**config.mk**
```make
export PLATFORM = sky130hd
export DESIGN_NAME = capt_cell
export DESIGN_NICKNAME = d
export VERILOG_FILES = /design/src/capt_pkg.sv /design/src/capt_cell.sv
export SDC_FILE = /design/constraint.sdc
export NUM_CORES = 1
export LEC_CHECK = 0
export ABC_AREA = 1
export BUFFER_PORTS_ARGS = -buffer_cell sky130_fd_sc_hd__buf_2
export CORE_MARGIN = 10
export CORE_UTILIZATION = 45
export CTS_BUF_LIST = sky130_fd_sc_hd__clkbuf_2 sky130_fd_sc_hd__clkbuf_4 sky130_fd_sc_hd__clkbuf_8
export CTS_CLUSTER_SIZE = 40
export DETAILED_ROUTE_END_ITERATION = 16
export GPL_TIMING_DRIVEN = 0
export PLACE_DENSITY = 0.74
export REMOVE_ABC_BUFFERS = 1
export SETUP_SLACK_MARGIN = 0.4
export SYNTH_ARGS = -nofsm -noshare
export SYNTH_HDL_FRONTEND = slang
export SYNTH_SLANG_ARGS = --single-unit
```
**constraint.sdc**
```tcl
create_clock -name clk_i -period 3.3 [get_ports clk_i]
set_input_delay 0.825 -clock clk_i [delete_from_list [all_inputs] [get_ports clk_i]]
set_output_delay 0.825 -clock clk_i [all_outputs]
set_load 0.03 [all_outputs]
```
**src/capt_pkg.sv**
```systemverilog
// ----------------------------------------------------------------------------
// capt_pkg
// Shared constants, character codes and types of the call argument tracker.
// ----------------------------------------------------------------------------
package capt_pkg;

  localparam int unsigned STACK_DEPTH = 32;
  localparam int unsigned COMMA_BITS  = 8;
  localparam int unsigned CHAR_W      = 16;
  localparam int unsigned COUNT_W     = 8;
  localparam int unsigned INDEX_W     = 8;
  localparam int unsigned CMP_W       = (COMMA_BITS > COUNT_W) ? COMMA_BITS : COUNT_W;

  localparam logic [COMMA_BITS-1:0] COMMA_MAX = '1;

  localparam logic [CHAR_W-1:0] CH_HASH   = 16'h0023;
  localparam logic [CHAR_W-1:0] CH_BSLASH = 16'h005C;
  localparam logic [CHAR_W-1:0] CH_LF     = 16'h000A;
  localparam logic [CHAR_W-1:0] CH_PARA   = 16'h2029;
  localparam logic [CHAR_W-1:0] CH_SQUOTE = 16'h0027;
  localparam logic [CHAR_W-1:0] CH_DQUOTE = 16'h0022;
  localparam logic [CHAR_W-1:0] CH_LPAREN = 16'h0028;
  localparam logic [CHAR_W-1:0] CH_RPAREN = 16'h0029;
  localparam logic [CHAR_W-1:0] CH_LBRACK = 16'h005B;
  localparam logic [CHAR_W-1:0] CH_RBRACK = 16'h005D;
  localparam logic [CHAR_W-1:0] CH_LBRACE = 16'h007B;
  localparam logic [CHAR_W-1:0] CH_RBRACE = 16'h007D;
  localparam logic [CHAR_W-1:0] CH_COMMA  = 16'h002C;

  typedef enum logic [1:0] {
    MODE_CODE,
    MODE_COMMENT,
    MODE_SQ,
    MODE_DQ
  } lex_mode_e;

  typedef enum logic [1:0] {
    KIND_PAREN,
    KIND_SQUARE,
    KIND_CURLY
  } bracket_kind_e;

  typedef struct packed {
    logic          push;
    logic          close;
    logic          comma;
    bracket_kind_e kind;
  } stack_op_t;

  typedef struct packed {
    logic open;
    logic match;
  } cell_link_t;

endpackage

```
**src/capt_cell.sv**
```systemverilog
// ----------------------------------------------------------------------------
// capt_cell
// One bracket level: open flag, bracket kind and comma count.
// ----------------------------------------------------------------------------
module capt_cell
  import capt_pkg::*;
(
  input  logic                  clk_i,
  input  logic                  rst_ni,
  input  stack_op_t             op_i,
  input  logic                  open_below_i,
  input  cell_link_t            link_i,
  output cell_link_t            link_o,
  output logic                  open_next_o,
  output bracket_kind_e         kind_next_o,
  output logic [COMMA_BITS-1:0] commas_next_o
);

  logic                  open_q, open_d;
  bracket_kind_e         kind_q, kind_d;
  logic [COMMA_BITS-1:0] commas_q, commas_d;

  assign link_o.open  = open_q;
  assign link_o.match = link_i.match | (open_q && kind_q == op_i.kind);

  always_comb begin
    open_d   = open_q;
    kind_d   = kind_q;
    commas_d = commas_q;
    if (op_i.push && open_below_i && !open_q) begin
      open_d   = 1'b1;
      kind_d   = op_i.kind;
      commas_d = '0;
    end
    if (op_i.close) begin
      open_d = open_q && link_i.match;
    end
    if (op_i.comma && open_q && !link_i.open && commas_q != COMMA_MAX) begin
      commas_d = commas_q + 1'b1;
    end
  end

  assign open_next_o   = open_d;
  assign kind_next_o   = kind_d;
  assign commas_next_o = commas_d;

  always_ff @(posedge clk_i or negedge rst_ni) begin
    if (!rst_ni) begin
      open_q <= 1'b0;
    end else begin
      open_q <= open_d;
    end
  end

  always_ff @(posedge clk_i) begin
    kind_q   <= kind_d;
    commas_q <= commas_d;
  end

endmodule

```
== Yosys cells after proc, flatten, opt, wreduce, memory -nomap -nowiden ==
Index checks and enable logic that the tools add are counted.
Widths: inputs -> output; s select.
Cells by class
  add/sub/neg operators: 1
  reductions and logical operators: 9
  equal/unequal tests: 2
  muxes and demuxes: 5
  bitwise gates (word level): 1
Operators by type and width (number)
  $mux 8: 2
  $add 8x1->8 const B: 1
  $ne 8x8->1 const B: 1
  $logic_and 1x1->1: 7
  $eq 2x2->1: 1
  $logic_not 1->1: 2
  $mux 1: 2
  $mux 2: 1
  $or 1x1->1: 1
Storage, ports and cells
  register bits after elaboration: 11
  output and inout bits: 13

== Depth between registers and ports, before layout ==
  depth after elaboration: 4
  depth in mapped cells: 8
  mapped depth without buffers: 8

== Least setup slack after synthesis ==
Ideal clock, no wire load.
  path type: input port to output port
  start: input port op_i[4] in the netlist's numbering
  end: output port kind_next_o[0]
  data arrival time: 1678 ps
  slack: 797 ps
  required time: 2475 ps
  stages on the path: 3
  cells stage by stage: nand2_1 > nor2_1 > o21ai_0
On the way
  word-level cells in the longest chain between the ends: 3
RTL lines
  start, declared: line capt_cell.sv:10  | input stack_op_t op_i,
  $logic_and 1x1->1 (2 in series): line capt_cell.sv:30  | if (op_i.push && open_below_i && !open_q) begin
  $mux 2: line capt_cell.sv:30
  end, declared: line capt_cell.sv:15  | output bracket_kind_e kind_next_o,
No other way between the ends.

== Worst setup path after layout ==
  start: input port op_i[4] in the netlist's numbering
  end: output port commas_next_o[5]
On the way
  word-level cells in the longest chain between the ends: 4
RTL lines
  $logic_and 1x1->1 (2 in series): line capt_cell.sv:30
  $mux 8: line capt_cell.sv:30
  $mux 8: line capt_cell.sv:38  | if (op_i.comma && open_q && !link_i.open && commas_q != COMMA_MAX) begin
  end, declared: line capt_cell.sv:16  | output logic [COMMA_BITS-1:0] commas_next_o
No other way between the ends.

==> metrics.md <==
| Metric | Value |
|---|---|
| Outcome | complete, no violations |
| CTS max path bufs | 2 |
| Tmin final | approximately 2600 ps |
| Dpl ws | 697 ps |
| Pwr Density | roughly 450 nW/um^2 |
| Clock transition at the registers of the reported paths | ~70 ps |
| Clock Latency Late Sink | 260 ps |
| I/O Buffers | 22 |
| Detailed router's first-iteration violation count | 14 |
| CTS tree | yes |
| Slew Viols, Final | 0 |
| Synth-to-layout area growth | 24.5% |
| Total gr overflow | 0 |
| Ys Warns | 0 |
| Die X | around 57 um |
| Initial core utilization | between 40% and 50% |
| Worst Path Required | around 2500 ps |
| Top cell type by total area after synthesis | dfxtp_1 |
| Cell variety after synth | 17 |
| Post-CTS Hold Buffers | 0 |
| Max Fanout on Critical Path | 8 |
| Layout cells sized above 1 | between 20% and 30% |
| Worst-margin pin slew | around 280 ps |
| Period utilization | 78.9% |
| Yosys top cell area share | about a third |
| Routed wire length | 1470 um |
| HP Class | input port to asynchronous set/reset pin |
| Number of global-route vias before repair | between 600 and 700 |
| Drt drc | 0 |
| Syn Area/Cell | 6.65 um^2 |
| Pleak | 0.418 nW |
| Post-route ant nets | 0 |
| CTS root buf | clkbuf_4 |
| # resized after CTS | 0 |
| GP Congestion | slightly below 0.8 |
| Top cells by area, synth | dfxtp_1 (32%), nand2_1 (21%), nand3_1 (9.7%), inv_1 (6.7%), dfrtp_1 (4.0%) |
| Setup TNS | 0 ps |
| Slew Limit Headroom | 81.5% |
| Vias per std cell | between 4 and 5 |
| Seq cells post-synth | 11 |
| Antenna violations before repair | 0 |
| Largest net degree at the start of global routing | 10 |
| Crit end category | output port |
| Startpoint type of the worst setup path | input port |
| Max-Cap Viols | 0 |
| TritonCTS Buffers | 3 |
| Fmax | about 380 MHz |
| WP data arrival | approximately 1800 ps |
| Std cell rows | 13 |
| GRT Resource Usage Total | a little under a tenth |
| Setup Viol. Count Final | 0 |
| Detailed Place HPWL | 1200 um |
| Die Y | 57.1 um |
| Total inserted antenna cells | 0 |
| Routed vias | 633 |
| Final WS setup | between 600 and 700 ps |
| Synth Instances | 93 |
| Hold slack | approximately 320 ps |
| Peak VDD IR | around 0.00024 V |
| Wire length of the first global-routing pass | approximately 2500 um |
| Type of the worst setup path | input port to output port |
| Clk_skew | about 1.7 ps |
| Post-CTS Setup Repair Bufs | 0 |
| # clock sinks | 11 |
| Sequential-to-total area share from yosys stat | a little over a third |
| Die footprint | between 3000 and 4000 um^2 |
| I/O pin total | 23 |
| Endpoints failing hold | 0 |
| Nets | between 100 and 150 |
| Layout Utilization | roughly three fifths |
| Core area | about 1300 um^2 |
| Unrepaired setup endpoints after global routing | false |
| Synthesized area | 618 um^2 |
| H-tree levels | 1 |
| Detailed Routing Iterations Pass 1 | 4 |
| DR WL/cell | around 11 um |
-- logic make-up (layout without fill, tap and decap cells) --
group	after synthesis	in the layout	share of synthesized area, %
AO/OA/AOI/OAI	5	5	4.05
flip-flops	11	11	36.4
XOR/XNOR	2	2	2.83
buffers and inverters	13	38	8.91
AND/OR/NAND/NOR	61	61	45.7
adder cells (fa/ha/maj)	1	1	2.02
-- stage by stage --
step / instances / area, um^2 / power, mW
after floorplan: 92 / 611 / 0.220
after global placement: 129 / 739 / 0.247
after detailed placement: 129 / 739 / 0.249
after CTS: 133 / 769 / 0.350
after global routing: 133 / 769 / 0.366
final: 133 / 769 / 0.346
-- layout make-up --
cell class,count,area (um^2)
clock buffers,4,30.0
fillers,122,532
inverters,12,47.5
multi-input cells,69,338
flip-flops and latches,11,225
well taps,15,18.8
repair buffers,22,110
-- power by group --
group / leakage [nW] / total [mW] / internal (mW) / switching [mW]
logic: 0.306 / 0.0889 / 0.0263 / 0.0625
registers: 0.0940 / 0.156 / 0.146 / 0.0101
clock network: 0.0184 / 0.101 / 0.0549 / 0.0461
total: 0.418 / 0.346 / 0.227 / 0.119
-- path summary, 6_finish.rpt --
| check | slack [ps] | startpoint | end | cells after the start |
|---|---|---|---|---|
| max | 690 | op_i[4] | commas_next_o[5] | 7 |
| min | 320 | rst_ni | open_q | 1 |
| min in group clk_i | 510 | commas_q[3] | commas_q[3] | 2 |
| min reg2reg | 510 | commas_q[3] | commas_q[3] | 2 |
| max in group asynchronous | 2900 | rst_ni | open_q | 1 |
| max reg2reg | 2030 | commas_q[0] | commas_q[5] | 8 |
-- Yosys cell counts --
cell type and n:
o21ai_0 5, inv_1 11, nor2_1 6, ha_1 1
nand3_1 12, nand4_1 2, xor2_1 2, nor2_2 1
nor2_4 2, inv_4 1, dfxtp_1 10, dfrtp_1 1
nand2_1 34, nand3b_1 1, nand2_2 2, buf_4 1
nand2_4 1
-- cells in the final DEF (no fill, tap or decap), types with 4 or more instances in the layout --
cell type,count
o21ai_0,5
nor2_1,6
dfxtp_1,10
nand3_1,12
nand2_1,34
clkbuf_4,4
inv_1,11
buf_2,22
-- metal layers --
| metal | up-vias | wire length [um] | track usage [%] |
|---|---|---|---|
| met2 | 14 | 715 | 15.3 |
| met3 | 2 | 61 | 3.10 |
| met4 | 0 | 14 | 4.03 |
| met1 | 276 | 680 | 10.1 |
| met5 | - | 0 | 0 |
| li1 | 341 | - | - |
-- critical path, cell delays in order --
cell	delay [ps]
buf_2	80
nand2_1	50
nor2_1	230
inv_1	210
nand3_1	120
nand2_1	80
buf_2	180
-- registers in the layout (all words and copies together), names as in the netlist --
name,count
commas_q,8
kind_q,2
open_q,1
No activity file was read; power rests on OpenSTA's default activity.
