$ cat src/capt_pkg.sv
// ----------------------------------------------------------------------------
// capt_pkg
// Shared constants, character codes and types of the call argument tracker.
// ----------------------------------------------------------------------------
package capt_pkg;

  localparam int unsigned STACK_DEPTH = 32;
  localparam int unsigned COMMA_BITS  = 8;
  localparam int unsigned CHAR_W      = 16;
  localparam int unsigned COUNT_W     = 8;
  localparam int unsigned INDEX_W     = 8;
  localparam int unsigned CMP_W       = (COMMA_BITS > COUNT_W) ? COMMA_BITS : COUNT_W;

  localparam logic [COMMA_BITS-1:0] COMMA_MAX = '1;

  localparam logic [CHAR_W-1:0] CH_HASH   = 16'h0023;
  localparam logic [CHAR_W-1:0] CH_BSLASH = 16'h005C;
  localparam logic [CHAR_W-1:0] CH_LF     = 16'h000A;
  localparam logic [CHAR_W-1:0] CH_PARA   = 16'h2029;
  localparam logic [CHAR_W-1:0] CH_SQUOTE = 16'h0027;
  localparam logic [CHAR_W-1:0] CH_DQUOTE = 16'h0022;
  localparam logic [CHAR_W-1:0] CH_LPAREN = 16'h0028;
  localparam logic [CHAR_W-1:0] CH_RPAREN = 16'h0029;
  localparam logic [CHAR_W-1:0] CH_LBRACK = 16'h005B;
  localparam logic [CHAR_W-1:0] CH_RBRACK = 16'h005D;
  localparam logic [CHAR_W-1:0] CH_LBRACE = 16'h007B;
  localparam logic [CHAR_W-1:0] CH_RBRACE = 16'h007D;
  localparam logic [CHAR_W-1:0] CH_COMMA  = 16'h002C;

  typedef enum logic [1:0] {
    MODE_CODE,
    MODE_COMMENT,
    MODE_SQ,
    MODE_DQ
  } lex_mode_e;

  typedef enum logic [1:0] {
    KIND_PAREN,
    KIND_SQUARE,
    KIND_CURLY
  } bracket_kind_e;

  typedef struct packed {
    logic          push;
    logic          close;
    logic          comma;
    bracket_kind_e kind;
  } stack_op_t;

  typedef struct packed {
    logic open;
    logic match;
  } cell_link_t;

endpackage

$ cat src/capt_lexer.sv
// ----------------------------------------------------------------------------
// capt_lexer
// Comment and string skipper; turns characters into stack operations.
// ----------------------------------------------------------------------------
module capt_lexer
  import capt_pkg::*;
(
  input  logic              clk_i,
  input  logic              rst_ni,
  input  logic              accept_i,
  input  logic [CHAR_W-1:0] char_code_i,
  output stack_op_t         op_o,
  output logic              code_next_o
);

  lex_mode_e         mode_q, mode_d;
  logic              bs_q, bs_d;
  logic [CHAR_W-1:0] c;
  logic              esc;
  stack_op_t         op;

  assign c   = (char_code_i == CH_PARA) ? CH_LF : char_code_i;
  assign esc = bs_q;

  always_comb begin
    mode_d = mode_q;
    op     = '0;
    case (mode_q)
      MODE_CODE: begin
        if (c == CH_HASH && !esc) begin
          mode_d = MODE_COMMENT;
        end else if (c == CH_SQUOTE && !esc) begin
          mode_d = MODE_SQ;
        end else if (c == CH_DQUOTE && !esc) begin
          mode_d = MODE_DQ;
        end else if (c == CH_LPAREN) begin
          op.push = 1'b1;
          op.kind = KIND_PAREN;
        end else if (c == CH_LBRACK) begin
          op.push = 1'b1;
          op.kind = KIND_SQUARE;
        end else if (c == CH_LBRACE) begin
          op.push = 1'b1;
          op.kind = KIND_CURLY;
        end else if (c == CH_RPAREN) begin
          op.close = 1'b1;
          op.kind  = KIND_PAREN;
        end else if (c == CH_RBRACK) begin
          op.close = 1'b1;
          op.kind  = KIND_SQUARE;
        end else if (c == CH_RBRACE) begin
          op.close = 1'b1;
          op.kind  = KIND_CURLY;
        end else if (c == CH_COMMA) begin
          op.comma = 1'b1;
        end
      end
      MODE_COMMENT: begin
        if (c == CH_LF && !esc) begin
          mode_d = MODE_CODE;
        end
      end
      MODE_SQ: begin
        if (c == CH_SQUOTE && !esc) begin
          mode_d = MODE_CODE;
        end
      end
      default: begin
        if (c == CH_DQUOTE && !esc) begin
          mode_d = MODE_CODE;
        end
      end
    endcase
    bs_d = (c == CH_BSLASH);
  end

  assign op_o        = accept_i ? op : '0;
  assign code_next_o = (mode_d == MODE_CODE);

  always_ff @(posedge clk_i or negedge rst_ni) begin
    if (!rst_ni) begin
      mode_q <= MODE_CODE;
      bs_q   <= 1'b0;
    end else if (accept_i) begin
      mode_q <= mode_d;
      bs_q   <= bs_d;
    end
  end

endmodule

$ cat config.mk
export PLATFORM = sky130hd
export DESIGN_NAME = capt_lexer
export DESIGN_NICKNAME = d
export VERILOG_FILES = /design/src/capt_pkg.sv /design/src/capt_lexer.sv
export SDC_FILE = /design/constraint.sdc
export NUM_CORES = 1
export LEC_CHECK = 0
export BUFFER_PORTS_ARGS = -buffer_cell sky130_fd_sc_hd__clkbuf_2
export CELL_PAD_IN_SITES_DETAIL_PLACEMENT = 1
export CELL_PAD_IN_SITES_GLOBAL_PLACEMENT = 2
export CORE_MARGIN = 5
export CORE_UTILIZATION = 23
export DETAILED_ROUTE_END_ITERATION = 8
export PLACE_DENSITY = 0.79
export SYNTH_ARGS = -nofsm -noshare
export SYNTH_HDL_FRONTEND = slang
export SYNTH_SLANG_ARGS = --single-unit
$ cat constraint.sdc
create_clock -name clk_i -period 3.8 [get_ports clk_i]
set_input_delay 0.57 -clock clk_i [delete_from_list [all_inputs] [get_ports clk_i]]
set_output_delay 0.57 -clock clk_i [all_outputs]
set_load 0.005 [all_outputs]
Yosys cells after proc, flatten, opt, wreduce, memory -nomap -nowiden
Index checks and enable logic that the tools add are counted.
{ "word_totals": {"register_bits": 3, "latchBits": 0, "mem_bits_rw": 0, "romBits": 0, "inputBits": 19, "out_inout_bits": 6, "elab_cells": 56, "mem_count": 0} }
{ "op_classes": {"add_sub_neg": 0, "multipliers": 0, "div": 0, "magnitude_cmp": 0, "eq_ne": 15, "shift": 0, "muxes": 32, "bitwise_logic": 0, "n_reduce_logical": 7} }
{ "op_table": {"columns": ["cell", "count"], "rows": [
  ["16-bit by 6-bit equality test with 1-bit output, second input constant", 6],
  ["16-bit by 7-bit equality test with 1-bit output, second input constant", 5],
  ["2-bit 2-to-1 mux", 15],
  ["5-bit 2-to-1 mux", 5],
  ["16-bit by 14-bit equality test with 1-bit output, second input constant", 1],
  ["16-bit by 4-bit equality test with 1-bit output, second input constant", 1],
  ["16-bit 2-to-1 mux", 1],
  ["1-bit 2-to-1 mux", 10],
  ["2-bit one-hot mux with 3 select lines", 1],
  ["1-bit logical AND", 4],
  ["2-bit logical NOT", 2],
  ["2-bit by 1-bit equality test with 1-bit output, second input constant", 1],
  ["2-bit equality test, second input constant", 1],
  ["1-bit logical NOT", 1]
]} }

Depth between registers and ports, before layout
Gate-level depths: netlist of run 1.
{ "depth": {"ltp_word": 15, "depth_mapped": 6, "ltp_nobuf": 5} }

Least setup slack after synthesis of run 1
Ideal clock, no wire load.
{ "synth_timing": {"path_type": "input -> output", "start": "input port char_code_i[2]", "end": "output port op_o[2] (netlist bit)", "t_arrival_ns": 1.841, "required_ns": 3.230, "setup_slack_ns": 1.389, "stages": 5, "path_buffers": 1, "path_cell_list": "buf_2 nor2b_1 a31oi_1 or4_4 nor3_1"} }
{ "synth_rtl": {"columns": ["item", "line_no", "source"], "rows": [
  ["from (decl)", "capt_lexer.sv:11", "input logic [CHAR_W-1:0] char_code_i,"],
  ["to (decl)", "capt_lexer.sv:12", "output stack_op_t op_o,"]
]} }

Worst setup path in the final report of run 1
{ "layout_timing": {"start": "input port char_code_i[0]", "end": "output port code_next_o"} }
{ "layout_via": {"elab_chain_cells": 9, "elab_cells_between_ends": 18, "classes_between": "5 x eq/ne; 8 x mux; 5 x reduce/logical"} }
{ "layout_lines": {"columns": ["item", "line_no", "source"], "rows": [
  ["16-bit by 14-bit equality test with 1-bit output", "capt_lexer.sv:22", "assign c = (char_code_i == CH_PARA) ? CH_LF : char_code_i;"],
  ["16-bit 2-to-1 mux *", "capt_lexer.sv:22", null],
  ["16-bit by 6-bit equality test with 1-bit output", "capt_lexer.sv:34, capt_lexer.sv:69", null],
  ["1-bit logical AND", "capt_lexer.sv:34, capt_lexer.sv:69", null],
  ["2-bit 2-to-1 mux", "capt_lexer.sv:34", "end else if (c == CH_DQUOTE && !esc) begin"],
  ["2-bit 2-to-1 mux", "capt_lexer.sv:32", "end else if (c == CH_SQUOTE && !esc) begin"],
  ["2-bit 2-to-1 mux", "capt_lexer.sv:30", "if (c == CH_HASH && !esc) begin"],
  ["2-bit one-hot mux with 3 select lines *", "capt_lexer.sv:28", "case (mode_q)"],
  ["2-bit logical NOT *", "capt_lexer.sv:78", "assign code_next_o = (mode_d == MODE_CODE);"],
  ["to (decl)", "capt_lexer.sv:13", "output logic code_next_o"]
]} }
Every way passes the cells marked *; elsewhere a longest branch is shown, timed or not.

==> impl_metrics.yaml, run 1 <==
pwr:
  swShare_pct: 30.05
  clkPwrFrac_pct: 45.3
  power.total_uw: 120.5
  power_frac_comb_pct: 28.0
  p_sw_uw: 36.21
  leakagePower_nw: 0.2823
  ir_drop_v: 0.0001717
  sequentialPowerShare_pct: 26.7
  power.density_mw_per_mm2: 179.3
  p_int_uw: 84.27
run_status:
  outcome: "finished, final reports clean"
worst_setup_path:
  setup.worst_path.class: "in -> out"
  critPathMostFrequentCell: "clkbuf_2"
  cp.arrival_ps: 2260
  cp-end-kind: "output pin"
  start_kind: "primary input"
  r2r_end: "mode_q[0]$_DFFE_PN0P_"
  r2r_start: "bs_q$_DFFE_PN0P_"
  ff2ff_path_depth: 5
  slowest_stage: "or4b_2"
  path_cells: "clkbuf_2 -> nand2b_4 -> or4b_2 -> a211oi_1 -> nand2_1 -> nand3_1 -> clkbuf_2"
  cp.required_ps: 3230
  rrSetupSlack_ps: 2260
  cp_max_fo: 7
  slowest_delay_ps: 650
layout:
  finish.utilization_pct: 30.97
  layout-drive-gt1-share_pct: 32.32
  area_growth_syn_to_layout_pct: 31.62
  num-nets-final: 119
  antenna_cells: 0
logic_synthesis:
  synthXorXnorAreaFrac_pct: 1.716
  synth_edf_count: 0
  synth_fa_ha_area_share_pct: 0
  ys_ff_latch: 3
  muxShareOfSynthArea_pct: 0
  synth_flop_cell: "dfrtp_1"
  syn_inst: 75
  synth_commonest_cells: "nand2_1, nor2_1, nand3_1, nor3_1"
  synth.most_common_cell: "nand2_1"
  synth_top_area_share_pct: 14.71
  yosysTopAreaCell: "dfrtp_1"
  syn_area_um2: 510.5
  synth-simple-area-share_pct: 57.60
  ys_types: 32
  synth_top_family_by_area: "simple AND/OR/NAND/NOR gates"
  yosysWarnings: 0
  avgSynthCellArea_um2: 6.807
  synthArstFlopShare_pct: 100.0
  ys_top_cells_by_area: "dfrtp_1, nand2_1, nand3_1, nor3_1, nor2_1"
  synth_nets: 94
  synth_compound_area_share_pct: 20.59
  ys_seq_area_share_pct: 14.71
die:
  start_util_pct: 23.53
  fp.dieArea_mm2: 0.003262
  core_area_mm2: 0.002170
  die_h_um: 57.11
  rows: 17
  die_w_um: 57.11
  pin_count: 25
timing:
  relSlewSlack_pct: 73.40
  slew_viol_final: 0
  hold_viol: 0
  setup_violations: 0
  rsz0062_at_grt: "false"
  finalSetupTns_ps: 0
  min_period_ps: 2834
  max_slew.worst_pin.slew_ps: 396.7
  clock_skew_ps: 1.350
  clock.fmax_mhz: 352.9
  fin_crit_sh_pct: 74.57
global_routing:
  grt_util_met2_pct: 20.72
  grt_start_max_net_pins: 10
  overflow: 0
  grt_use_met1_pct: 16.40
  first_global_vias: 683
  grt_pass1_wl_um: 3256
  antenna_found_initial: 0
  top_usage_layer: "met2"
  gr-usage-all-layers_pct: 12.62
  grtUsageMet3_pct: 4.072
drt:
  via_per_inst: 5.417
  drt_pre_antenna_iters: 4
  first_iter_violations: 9
  drcViolationCount: 0
  ant_nets: 0
  routed_wirelength_um: 1921
  wl_per_cell_um: 15.13
  dr_total_vias: 688
worst_hold_path:
  min_path_type: "in -> async"
clock_tree:
  hold_buffers: 0
  root_buffer: "clkbuf_4"
  htree_levels: 1
  cts-buffers-inserted: 3
  worstSkewPairLatency_ps: 230
  clk_pin_slew_ps: 40
  cts_resized: 0
  cts_tree: "built"
  clockBufferDepth: 2
  post_cts_buffers: 0
  cts_sinks: 3
placed_design:
  hpwl_um: 1597
  io_buffers: 24
  gp_congestion: 0.8308
run:
  cap_violations: 0
[layout by cell type (no fill, tap or decap), drive strengths merged]
cell,n
a21oi,2
nor4,3
and2,1
and4bb,1
nor2,8
and4,1
a41oi,1
or4,1
xor2,1
nor2b,1
or4b,1
a211oi,2
clkbuf,28
dfrtp,3
nor3b,1
o41ai,1
o21ai,2
nor4b,3
nand2b,1
a2bb2oi,1
inv,2
nand4,3
o211a,1
nand4b,1
nor3,6
o31ai,1
nand3,6
nand2,13
a31oi,3
[worst max path at each step]
stage | startpoint | slack (ps) | to
5_1_grt | char_code_i[0] | 830 | code_next_o
6_report | char_code_i[0] | 970 | code_next_o
3_5_place_dp | char_code_i[0] | 980 | code_next_o
3_3_place_gp | char_code_i[0] | 970 | code_next_o
4_1_cts | char_code_i[0] | 970 | code_next_o
2_1_floorplan | char_code_i[2] | 1390 | op_o[2]
[per-stage QoR]
step                instances  hold slack (ps)  worst slack (ps)  cell area [µm²]
finish                    127            129.3             966.2            671.9
global route              127            115.5             826.8            671.9
CTS                       127            123.9             965.4            671.9
detailed placement        123            373.8             983.0            645.6
global placement          123            371.0             968.3            645.6
floorplan                  75            274.4              1389            510.5
[layout make-up]
cell class	count	area, µm²
Clock buffer	4	26.28
Multi-Input combinational cell	66	407.9
Fill cell	305	1498
Inverter	2	7.507
Timing Repair Buffer	24	120.1
Sequential cell	3	75.07
Tap cell	28	35.03
[critical path: cells and delay by family]
kind	cells	cell delay, ps
AO/OA/AOI/OAI	1	420
buffers and inverters	2	260
AND/OR/NAND/NOR	4	1010
[metal layers]
layer	vias to the layer above	part of all wire [%]
li1	339	-
met1	334	47
met2	15	48
met3	0	5.0
met4	0	0
met5	-	0
[power groups by stage]
stage               combinational [mW]  clock, mW  sequential (mW)
floorplan                       0.0159          0           0.0325
global placement                0.0330          0           0.0325
detailed placement              0.0336          0           0.0325
CTS                             0.0338     0.0575           0.0321
global route                    0.0378     0.0625           0.0321
finish                          0.0338     0.0546           0.0321
[registers in the layout, indices dropped and copies added (netlist names)]
signal  cells
bs_q        1
mode_q      2
[cells by family after synthesis]
logic type / after synthesis
DFF: 3
xor gates and xnor gates: 1
AOI/OAI and AO/OA: 14
buffers and inverters: 6
and+or+nand+nor: 51
Power figures use the tool's default switching activity.
==> inputs of run 2 (changes only) <==
--- a/config.mk
+++ b/config.mk
@@ -5,13 +5,14 @@
 export SDC_FILE = /design/constraint.sdc
 export NUM_CORES = 1
 export LEC_CHECK = 0
+export ABC_AREA = 1
 export BUFFER_PORTS_ARGS = -buffer_cell sky130_fd_sc_hd__clkbuf_2
 export CELL_PAD_IN_SITES_DETAIL_PLACEMENT = 1
 export CELL_PAD_IN_SITES_GLOBAL_PLACEMENT = 2
 export CORE_MARGIN = 5
-export CORE_UTILIZATION = 23
+export CORE_UTILIZATION = 20
 export DETAILED_ROUTE_END_ITERATION = 8
-export PLACE_DENSITY = 0.79
+export PLACE_DENSITY = 0.75
 export SYNTH_ARGS = -nofsm -noshare
 export SYNTH_HDL_FRONTEND = slang
 export SYNTH_SLANG_ARGS = --single-unit
==> constraint.sdc (replaced) <==
create_clock -name clk_i -period 2.7 [get_ports clk_i]
set_input_delay 0.405 -clock clk_i [delete_from_list [all_inputs] [get_ports clk_i]]
set_output_delay 0.405 -clock clk_i [all_outputs]
set_load 0.005 [all_outputs]
==> run 2 against run 1 <==
Effect of this change:
- register-to-register slack got worse by 980 ps
- sequential power grew 140%
- critical path depth up 6
- total power grew to 2.6 times the previous value
- flip-flop and latch count stayed put
- synthesized cell count up 47%
- cell count increased by 34%
- die area rose by 23%
- global-route usage fell by 2.0 points
- non-clock buffer count is 1 higher
- highest routed layer is now met4
==> impl_metrics.yaml, run 2 <==
run_status:
  outcome: "finished, final reports clean"
timing:
  min_period_ps: 2288
  rsz0062_at_grt: "false"
  max_slew.worst_pin.slew_ps: 334.2
  setup_violations: 0
  clock.fmax_mhz: 437.0
  setup_ws_ps: 411.8
  clock_skew_ps: 2.064
  relSlewSlack_pct: 77.49
  timing.hold.ws_ps: 428.3
  hold_viol: 0
  finalSetupTns_ps: 0
  fin_crit_sh_pct: 84.75
  slew_viol_final: 0
layout:
  final_area_um2: 762.0
  fin_cells: 170
  largest_register: "mode_q"
  finish.utilization_pct: 27.87
  layout-drive-gt1-share_pct: 27.34
  largest_reg_flops: 2
  final_common_cell: "nor2_1"
  num-nets-final: 159
  top_regs: "mode_q x2, bs_q x1"
  area_growth_syn_to_layout_pct: 34.44
  antenna_cells: 0
  fillers: 375
  final_cell_mix: "nor2_1, nand2_1, clkbuf_2, inv_1, nand3_1"
logic_synthesis:
  synth_flop_cell: "dfrtp_1"
  ys_seq_area_share_pct: 13.25
  ys_types: 19
  synth_commonest_cells: "nor2_1, nand2_1, inv_1"
  ys_top_cells_by_area: "nor2_1, nand2_1, dfrtp_1, inv_1, nand3_1"
  syn_inst: 110
  synthArstFlopShare_pct: 100.0
  ys_ff_latch: 3
  avgSynthCellArea_um2: 5.153
  synth_top_area_share_pct: 17.88
  yosysWarnings: 0
  synth.most_common_cell: "nor2_1"
  yosysTopAreaCell: "nor2_1"
  synth_edf_count: 0
  syn_area_um2: 566.8
  synth_nets: 129
drt:
  routed_wirelength_um: 1977
  first_iter_violations: 11
  ant_nets: 0
  via_per_inst: 4.635
  drcViolationCount: 0
  wl_per_cell_um: 11.63
  drt_pre_antenna_iters: 4
  dr_total_vias: 788
run:
  cap_violations: 0
worst_hold_path:
  hold_start: "char_code_i[5]"
  holdPathEnd: "bs_q$_DFFE_PN0P_"
  min_path_type: "in -> reg"
  worstHoldPathCells: 2
clock_tree:
  worstSkewPairLatency_ps: 240
  root_buffer: "clkbuf_4"
  cts_tree: "built"
  cts-buffers-inserted: 3
  clk_pin_slew_ps: 30
  clockBufferDepth: 2
  htree_levels: 1
  cts_sinks: 3
global_routing:
  antenna_found_initial: 0
  gr-usage-all-layers_pct: 10.66
  overflow: 0
  first_global_vias: 848
  grt_start_max_net_pins: 8
  grt_pass1_wl_um: 3574
die:
  die_h_um: 63.24
  fp.dieArea_mm2: 0.003999
  start_util_pct: 20.73
  rows: 19
  die_w_um: 63.24
  pin_count: 25
  core_area_mm2: 0.002734
worst_setup_path:
  slowest_stage: "nor3b_2"
  cp.arrival_ps: 1880
  cp_max_fo: 7
  critPathMostFrequentCell: "nand2_2"
  slowest_delay_ps: 200
  r2r_start: "bs_q$_DFFE_PN0P_"
  start_kind: "primary input"
  path_cells: "clkbuf_2 -> inv_1 -> nor2_1 -> nand2_1 -> nor2_1 -> nand2_2 -> nand2_2 -> inv_1 -> nand4_1 -> nand2_2 -> nor2_2 -> nor3b_2 -> clkbuf_2"
  r2r_end: "mode_q[1]$_DFFE_PN0P_"
  cp.required_ps: 2300
  rrSetupSlack_ps: 1280
  ff2ff_path_depth: 9
  critical-path-top-delay-family: "simple AND/OR/NAND/NOR gates"
  cp-end-kind: "output pin"
  crit_buf_inv: 4
  setup.worst_path.class: "in -> out"
pwr:
  leakagePower_nw: 0.4113
  power.density_mw_per_mm2: 413.5
  ir_drop_v: 0.0001794
  power.total_uw: 315.1
placed_design:
  io_buffers: 24
  gp_congestion: 0.8423
  post-place-cells: 165
  dp_slack_ps: 399.9
  dpl_cell_area_um2: 725.7
  hpwl_um: 1805
-- run 2: cell count changes in the layout (fill, tap and decap cells not counted), sizes merged, moves of 2 or more --
cell	before	now
nor4	3	1
nor4b	3	0
nor2	8	30
inv	2	19
o21ai	2	4
nand2	13	29
nand3	6	9
a31oi	3	0
a211oi	2	0
-- run 2: worst max path at each step --
stage / startpoint / slack (ps) / end / depth (start not counted)
final: char_code_i[5] / 410 / op_o[2] / 13
after global routing: char_code_i[5] / 230 / op_o[3] / 14
after CTS: char_code_i[5] / 390 / op_o[3] / 14
after detailed placement: char_code_i[5] / 400 / op_o[3] / 14
after global placement: char_code_i[5] / 420 / op_o[3] / 14
after floorplan: char_code_i[7] / 870 / op_o[0] / 11
-- run 2: cell families after synthesis --
family,synth area share [%]
AND/OR/NAND/NOR,62.92
buffers and inverters,12.58
AO/OA/AOI/OAI,11.26
flip-flops,13.24
-- run 2: what timing repair did --
item / 4_1_cts / 5_1_grt
hold buffers: 1 / 0
gates resized for setup: 0 / 0
setup buffers: 0 / 0
hold endpoints to repair: 3 / 0
-- run 2: final cells by class --
type / instances / area, µm² / share of cell area (%)
multi-input combinational: 88 / 420.4 / 55.17
timing repair buffer: 25 / 130.1 / 17.08
sequential: 3 / 75.07 / 9.852
inverter: 19 / 71.32 / 9.360
tap: 31 / 38.79 / 5.090
clock buffer: 4 / 26.28 / 3.448
-- run 2: power by group --
group,switching (mW),internal (mW)
clock,0.0241,0.0554
sequential,0.0170,0.0599
combinational,0.0942,0.0644
total,0.135,0.180
-- run 2: routing by layer --
metal  routed length (µm)  GRT usage [%]  vias to the layer above
met5                    0              0                        -
met4                   14          4.675                        0
met3                   62         0.7105                        2
met2                 1074          19.87                       15
met1                  826          12.26                      365
li1                     -              -                      406
